===== src/design/lahs_pkg.sv =====
`timescale 1ns / 1ps
// ----------------------------------------------------------------------------
// Local alignment hit scan package
// Shared widths, mode codes, register indexes and saturation functions.
// ----------------------------------------------------------------------------
package lahs_pkg;
   localparam int MaxPatternDefault   = 1024;
   localparam int AlphabetSizeDefault = 128;
   localparam int PositionBitsDefault = 24;

   localparam int ScoreW = 18;
   localparam int GapW   = 19;
   localparam int PenW   = 9;
   localparam int ProfW  = 8;
   localparam int SymW   = 7;
   localparam int PidxW  = 10;
   localparam int PlenW  = 11;
   localparam int CsrIdxW = 2;

   localparam logic [1:0] MODE_LOAD   = 2'd0;
   localparam logic [1:0] MODE_SEARCH = 2'd1;
   localparam logic [1:0] MODE_CLEAR  = 2'd2;

   localparam logic [CsrIdxW-1:0] REG_GAP_OPEN = 2'd0;
   localparam logic [CsrIdxW-1:0] REG_GAP_EXT  = 2'd1;
   localparam logic [CsrIdxW-1:0] REG_MIN      = 2'd2;
   localparam logic [CsrIdxW-1:0] REG_PLEN     = 2'd3;

   localparam logic signed [GapW-1:0] GapMin = 19'sh40000;
   localparam logic signed [GapW-1:0] GapMax = 19'sh3FFFF;

   function automatic logic signed [GapW-1:0] sat_gap(input logic signed [GapW+1:0] v);
      if (v < $signed({{2{GapMin[GapW-1]}}, GapMin})) begin
         return GapMin;
      end else if (v > $signed({2'b00, GapMax})) begin
         return GapMax;
      end
      return v[GapW-1:0];
   endfunction

   function automatic logic [ScoreW-1:0] sat_score(input logic signed [GapW+1:0] v);
      if (v < 0) begin
         return '0;
      end else if (v > 21'sd262143) begin
         return {ScoreW{1'b1}};
      end
      return v[ScoreW-1:0];
   endfunction
endpackage


===== src/design/lahs_ram.sv =====
`timescale 1ns / 1ps
// ----------------------------------------------------------------------------
// Local alignment hit scan RAM
// Single-port synchronous RAM with registered read data.
// ----------------------------------------------------------------------------
module lahs_ram #(
   parameter int Width = 8,
   parameter int Depth = 16
) (
   input  logic                     clock,
   input  logic                     we,
   input  logic [$clog2(Depth)-1:0] addr,
   input  logic [Width-1:0]         wdata,
   output logic [Width-1:0]         rdata
);
   logic [Width-1:0] mem [Depth];
   always_ff @(posedge clock) begin
      if (we) begin
         mem[addr] <= wdata;
      end
      rdata <= mem[addr];
   end
endmodule


===== src/design/lahs_cell.sv =====
`timescale 1ns / 1ps
// ----------------------------------------------------------------------------
// Local alignment hit scan cell
// One pattern position: holds its H, F and start, its profile column, and
// computes one cell per row, passing diagonal, horizontal gap and row maximum
// to the next cell through its stage A and output registers.
// ----------------------------------------------------------------------------
module lahs_cell
   import lahs_pkg::*;
#(
   parameter int AlphabetSize = 128,
   parameter int PositionBits = 24
) (
   input  logic                          clock,
   input  logic                          reset,
   input  logic                          clear,
   input  logic                          load_we,
   input  logic [$clog2(AlphabetSize)-1:0] load_sym,
   input  logic signed [ProfW-1:0]       load_score,
   input  logic signed [PenW-1:0]        gap_open,
   input  logic signed [PenW-1:0]        gap_ext,
   input  logic                          in_act,
   input  logic                          in_last,
   input  logic                          in_symok,
   input  logic [$clog2(AlphabetSize)-1:0] in_sym,
   input  logic [PositionBits-1:0]       in_row,
   input  logic [ScoreW-1:0]             in_diag,
   input  logic [PositionBits-1:0]       in_dstart,
   input  logic [PositionBits-1:0]       in_lstart,
   input  logic signed [GapW-1:0]        in_horiz,
   input  logic [ScoreW-1:0]             in_rmax,
   input  logic [PositionBits-1:0]       in_bstart,
   output logic                          out_act,
   output logic                          out_last,
   output logic                          out_symok,
   output logic [$clog2(AlphabetSize)-1:0] out_sym,
   output logic [PositionBits-1:0]       out_row,
   output logic [ScoreW-1:0]             out_diag,
   output logic [PositionBits-1:0]       out_dstart,
   output logic [PositionBits-1:0]       out_lstart,
   output logic signed [GapW-1:0]        out_horiz,
   output logic [ScoreW-1:0]             out_rmax,
   output logic [PositionBits-1:0]       out_bstart
);
   localparam int AW = $clog2(AlphabetSize);

   // Stage A: profile read issued; stage B: cell update.
   logic                    a_act_ff, a_last_ff, a_symok_ff;
   logic [PositionBits-1:0] a_row_ff, a_dstart_ff, a_lstart_ff, a_bstart_ff;
   logic [ScoreW-1:0]       a_diag_ff, a_rmax_ff;
   logic signed [GapW-1:0]  a_horiz_ff;
   logic [AW-1:0]           a_sym_ff;
   logic signed [ProfW-1:0] prof_rd;

   logic [ScoreW-1:0]       h_ff;
   logic signed [GapW-1:0]  f_ff;
   logic [PositionBits-1:0] st_ff;

   logic                    o_act_ff, o_last_ff, o_symok_ff;
   logic [AW-1:0]           o_sym_ff;
   logic [PositionBits-1:0] o_row_ff, o_dstart_ff, o_lstart_ff, o_bstart_ff;
   logic [ScoreW-1:0]       o_diag_ff, o_rmax_ff;
   logic signed [GapW-1:0]  o_horiz_ff;

   logic [ScoreW-1:0]       h_in, m_in, rmax_in;
   logic [PositionBits-1:0] st_in, bstart_in;
   logic signed [GapW-1:0]  f_in, horiz_in;

   lahs_ram #(.Width(ProfW), .Depth(AlphabetSize)) u_prof (
      .clock(clock), .we(load_we), .addr(load_we ? load_sym : in_sym),
      .wdata(load_score), .rdata(prof_rd)
   );

   always_comb begin
      logic signed [GapW+1:0] sum, hg, t;
      logic signed [ProfW-1:0] sc;
      sc = a_symok_ff ? prof_rd : '0;
      sum = $signed({3'b000, a_diag_ff}) + (GapW+2)'(sc);
      m_in = sat_score(sum);
      st_in = a_dstart_ff;
      if (m_in == '0) begin
         st_in = a_row_ff;
      end
      rmax_in = a_rmax_ff;
      bstart_in = a_bstart_ff;
      if (m_in >= a_rmax_ff) begin
         rmax_in = m_in;
         bstart_in = st_in;
      end
      h_in = m_in;
      if ($signed({2'b00, h_in}) < f_ff) begin
         h_in = f_ff[ScoreW-1:0];
         st_in = st_ff;
      end
      if ($signed({2'b00, h_in}) < a_horiz_ff) begin
         h_in = a_horiz_ff[ScoreW-1:0];
         st_in = a_lstart_ff;
      end
      hg = $signed({3'b000, h_in}) + (GapW+2)'(gap_open);
      t = (GapW+2)'(sat_gap((GapW+2)'(a_horiz_ff) + (GapW+2)'(gap_ext)));
      if (hg > t) begin
         t = hg;
      end
      horiz_in = sat_gap(t);
      t = (GapW+2)'(sat_gap((GapW+2)'(f_ff) + (GapW+2)'(gap_ext)));
      if (hg > t) begin
         t = hg;
      end
      f_in = sat_gap(t);
   end

   always_ff @(posedge clock) begin
      if (reset || clear) begin
         a_act_ff <= 1'b0;
         o_act_ff <= 1'b0;
         h_ff <= '0;
         f_ff <= '0;
         st_ff <= '0;
      end else begin
         a_act_ff <= in_act;
         o_act_ff <= a_act_ff;
         if (a_act_ff) begin
            h_ff <= h_in;
            f_ff <= f_in;
            st_ff <= st_in;
         end
      end
      a_last_ff <= in_last;  a_symok_ff <= in_symok; a_sym_ff <= in_sym;
      a_row_ff <= in_row;    a_diag_ff <= in_diag;   a_dstart_ff <= in_dstart;
      a_lstart_ff <= in_lstart; a_horiz_ff <= in_horiz;
      a_rmax_ff <= in_rmax;  a_bstart_ff <= in_bstart;
      o_last_ff <= a_last_ff; o_symok_ff <= a_symok_ff; o_sym_ff <= a_sym_ff;
      o_row_ff <= a_row_ff;  o_diag_ff <= h_ff;      o_dstart_ff <= st_ff;
      o_lstart_ff <= st_in;  o_horiz_ff <= horiz_in;
      o_rmax_ff <= rmax_in;  o_bstart_ff <= bstart_in;
   end

   assign out_act = o_act_ff;
   assign out_last = o_last_ff;
   assign out_symok = o_symok_ff;
   assign out_sym = o_sym_ff;
   assign out_row = o_row_ff;
   assign out_diag = o_diag_ff;
   assign out_dstart = o_dstart_ff;
   assign out_lstart = o_lstart_ff;
   assign out_horiz = o_horiz_ff;
   assign out_rmax = o_rmax_ff;
   assign out_bstart = o_bstart_ff;
endmodule


===== config.mk =====
export PLATFORM = sky130hd
export DESIGN_NAME = lahs_cell
export DESIGN_NICKNAME = d
export VERILOG_FILES = /design/src/design/lahs_pkg.sv /design/src/design/lahs_ram.sv /design/src/design/lahs_cell.sv
export SDC_FILE = /design/constraint.sdc
export NUM_CORES = 2
export LEC_CHECK = 0
export BUFFER_PORTS_ARGS = -buffer_cell sky130_fd_sc_hd__buf_4
export CAP_MARGIN = 20
export CELL_PAD_IN_SITES_DETAIL_PLACEMENT = 0
export CELL_PAD_IN_SITES_GLOBAL_PLACEMENT = 1
export CORE_ASPECT_RATIO = 0.5
export CORE_UTILIZATION = 45
export DETAILED_ROUTE_END_ITERATION = 8
export PLACE_DENSITY = 0.8
export SYNTH_ARGS = -nofsm -noshare
export SYNTH_HDL_FRONTEND = slang
export SYNTH_HIERARCHICAL = 1
export SYNTH_SLANG_ARGS = --single-unit

===== constraint.sdc =====
create_clock -name clock -period 11.15 [get_ports clock]
set_input_delay 1.6725 -clock clock [delete_from_list [all_inputs] [get_ports clock]]
set_output_delay 1.6725 -clock clock [all_outputs]
set_load 0.005 [all_outputs]

==> results.txt <==
status = finished clean
final count of pins violating max slew = 0
worst hold path depth = 0
fin nets = 4983
FP Rows = 92
master of the slowest instance on the critical path = sky130_fd_sc_hd__a2111oi_2
global route total overflow = 0
#FFs+latches synth = 1415
design area = 67200 um^2
overall power after layout = 12.6 mW
flip-flop cell with the highest count after synthesis = sky130_fd_sc_hd__edfxtp_1
top-level I/O count = 359
CTS clock-pin slew for the worst setup and hold paths = 0.07 ns
initial standard-cell utilization of the core = 0.457
count of clock tree sinks = 1415
average size of a mapped cell = 13.6 um^2
final period utilization = 0.959
TritonCTS Buffers = 118
number of buffers inserted for hold repair after clock tree synthesis = 0
standard cell area after detailed placement = 62800 um^2
synthesized netlist cell count = 4263
Total Negative Setup Slacks = 0 ns
Top cell by count, worst path = sky130_fd_sc_hd__buf_4
Final WS setup = 0.459 ns
maximum capacitance violations = 0
combined global-route utilization of all metal layers = 0.274
final hold viol count = 0
Final setup violation count = 0
total power divided by cell area = 187 nW/um^2
number of H-tree levels = 3
RD Place Congestion = 0.919
residual antenna-violating net count after detailed routing = 0
count of non-filler cells in the finished layout = 6423
IR drop worst, VDD = 151 uV
path type of the worst setup path = register to register
unique cell type count in the Yosys netlist = 98
net count of the mapped netlist = 4621
clock buffer depth = 3
placement-stage worst setup slack = -0.475 ns
maximum clock frequency = 93.5 MHz
buffer cell driving the clock tree root = sky130_fd_sc_hd__clkbuf_16
netlist area before placement = 58100 um^2
Critical Path End Type = register
Static Leak = 24.4 nW
fraction of final layout cells sized beyond drive strength 1 = 0.200
actual transition at the worst max-transition pin = 1.13 ns
fraction of the yosys area taken by sequential cells = 0.664
clock skew = 0.0656 ns
via density per instance = 6.21
placed insts = 6183
Pre-antenna DRT Iters = 8
worst min path class = register to register
Warnings, synthesis = 6
clock latency at the later pin of the worst-skew pair = 0.78 ns
violation count after the first detailed-route iteration = 5031
average routed wire per standard cell = 28.6 um
worst-path fanout max = 28
utilization after layout = 0.529
proportion of register bits with asynchronous set or reset after synthesis = 0
minimum clock period = 10.69 ns
DRC violations left = 0
required arrival time at the worst endpoint = 11.72 ns
number of global-route vias before repair = 38000
worst-case reg-to-reg path depth = 45
endpoint arrival time on the critical path = 11.26 ns
post-route worst hold slack = 0.320 ns
Post-synth EDFFs = 1024
Final HPWL DP = 119000 um
final wirelength = 184000 um
Worst setup SP type = register
Via Count = 39900
number of antenna violations at the first check in global routing = 4
number of port buffers = 358
worst-case headroom to the max-slew limit = 0.245
CTS tree = done
Die X-Extent = 510 um
first-pass GRT wire length = 263000 um
height of the die = 256 um
overall die area = 131000 um^2
critical path's largest stage delay = 0.42 ns
pin count of the biggest net entering global routing = 112
area delta synth->final = 15.6%
placeable core region = 127000 um^2
==> power breakdown <==
part | total (mW) | internal [mW] | leakage [nW] | switching (mW)
sequential | 5.88 | 5.80 | 12.5 | 0.0797
clock | 4.32 | 2.38 | 1.98 | 1.94
combinational | 2.37 | 0.939 | 9.96 | 1.43
==> cell type report <==
class / count / area, um^2
well taps: 1692 / 2120
clock buffers: 146 / 3210
inverters: 92 / 347
multi-input cells: 2487 / 18200
repair buffers: 511 / 3910
fillers: 10500 / 59900
diodes: 5 / 12.5
clock inverters: 75 / 818
flip-flops and latches: 1415 / 38600
==> synthesized netlist by cell type, types with 23 or more instances <==
cell type,number,share of area
sky130_fd_sc_hd__a21o_1,66,0.0085
sky130_fd_sc_hd__a21oi_1,242,0.021
sky130_fd_sc_hd__a221o_1,68,0.012
sky130_fd_sc_hd__a221oi_1,223,0.034
sky130_fd_sc_hd__a22o_1,63,0.0095
sky130_fd_sc_hd__a22oi_1,77,0.0099
sky130_fd_sc_hd__and2_1,39,0.0042
sky130_fd_sc_hd__and3_1,44,0.0047
sky130_fd_sc_hd__buf_2,86,0.0074
sky130_fd_sc_hd__buf_6,27,0.0052
sky130_fd_sc_hd__clkbuf_1,135,0.0087
sky130_fd_sc_hd__dfxtp_1,391,0.13
sky130_fd_sc_hd__edfxtp_1,1024,0.53
sky130_fd_sc_hd__ha_1,156,0.034
sky130_fd_sc_hd__inv_1,91,0.0059
sky130_fd_sc_hd__mux2_2,140,0.027
sky130_fd_sc_hd__mux2i_1,76,0.013
sky130_fd_sc_hd__nand2_1,173,0.011
sky130_fd_sc_hd__nand2b_1,24,0.0026
sky130_fd_sc_hd__nand3_1,31,0.0027
sky130_fd_sc_hd__nand4_1,23,0.0025
sky130_fd_sc_hd__nor2_1,356,0.023
sky130_fd_sc_hd__nor2b_1,25,0.0027
sky130_fd_sc_hd__nor3_1,58,0.0050
sky130_fd_sc_hd__o211ai_1,24,0.0031
sky130_fd_sc_hd__o21a_1,52,0.0067
sky130_fd_sc_hd__o21ai_0,153,0.013
sky130_fd_sc_hd__o221ai_1,25,0.0038
sky130_fd_sc_hd__o22ai_1,29,0.0031
sky130_fd_sc_hd__xnor2_1,44,0.0066
==> cell families (layout without fill, tap and decap cells) <==
logic type      count (synthesis)  count (layout)  share of synthesized area
buf+inv                       362             824                     0.0293
xor+xnor                       61              61                    0.00919
flops                        1415            1415                      0.664
other cells                     0               5                          0
mux                           232             232                     0.0455
compound gates               1198            1199                      0.150
fa+ha+maj                     163             163                     0.0355
simple gates                  832             832                     0.0665
==> sequential cells by signal, indices dropped and copies added (netlist names), 7 cells and up <==
signal / cells
a_bstart_ff: 24
a_diag_ff: 18
a_dstart_ff: 24
a_horiz_ff: 19
a_lstart_ff: 24
a_rmax_ff: 18
a_row_ff: 24
a_sym_ff: 7
f_ff: 19
h_ff: 18
out_bstart: 24
out_diag: 18
out_dstart: 24
out_horiz: 19
out_lstart: 24
out_rmax: 18
out_row: 24
out_sym: 7
st_ff: 24
u_prof/mem: 1024
u_prof/rdata: 8
==> layout by cell type (no fill, tap or decap), types with 38 or more instances in the layout <==
master                      instances
sky130_fd_sc_hd__edfxtp_1        1024
sky130_fd_sc_hd__buf_4            505
sky130_fd_sc_hd__dfxtp_1          391
sky130_fd_sc_hd__nor2_1           353
sky130_fd_sc_hd__a21oi_1          235
sky130_fd_sc_hd__a221oi_1         223
sky130_fd_sc_hd__nand2_1          171
sky130_fd_sc_hd__ha_1             155
sky130_fd_sc_hd__o21ai_0          148
sky130_fd_sc_hd__mux2_2           137
sky130_fd_sc_hd__clkbuf_16        119
sky130_fd_sc_hd__inv_1             89
sky130_fd_sc_hd__a22oi_1           77
sky130_fd_sc_hd__mux2i_1           73
sky130_fd_sc_hd__a221o_1           68
sky130_fd_sc_hd__a21o_1            66
sky130_fd_sc_hd__a22o_1            63
sky130_fd_sc_hd__nor3_1            55
sky130_fd_sc_hd__o21a_1            51
sky130_fd_sc_hd__and3_1            44
sky130_fd_sc_hd__xnor2_1           43
sky130_fd_sc_hd__and2_1            38
==> what timing repair did <==
action | 4_1_cts | 5_1_grt
pin swaps | 1 | 7
cloned | 0 | 1
setup endpoints to repair | 29 | 38
setup buffers | 1 | 9
gates resized for setup | 7 | 43
==> worst paths after layout <==
kind | startpoint | end | slack [ns]
worst max-delay path | a_symok_ff$_DFF_P_ | out_horiz[4]$_DFF_P_ | 0.46
worst max register to register | a_symok_ff$_DFF_P_ | out_horiz[4]$_DFF_P_ | 0.46
worst min register to register | h_ff[8]$_SDFFE_PP0P_ | out_diag[8]$_DFF_P_ | 0.32
worst min-delay path | h_ff[8]$_SDFFE_PP0P_ | out_diag[8]$_DFF_P_ | 0.32
==> routing by layer <==
layer / global-route usage / part of all wire / vias to the layer above
met5: 0 / 0 / -
met3: 0.0545 / 0.10 / 363
met1: 0.378 / 0.40 / 19900
met4: 0.0925 / 0.035 / 0
li1: - / - / 17300
met2: 0.433 / 0.46 / 2248
==> critical path, delay by kind of cell (launching register included) <==
kind | cells | cell delay, ns
xor+xnor | 1 | 0.21
flops | 1 | 0.33
fa+ha+maj | 5 | 1.48
compound gates | 20 | 4.71
simple gates | 11 | 1.77
mux | 2 | 0.74
buf+inv | 6 | 1.29
(Power assumes the default switching activity.)
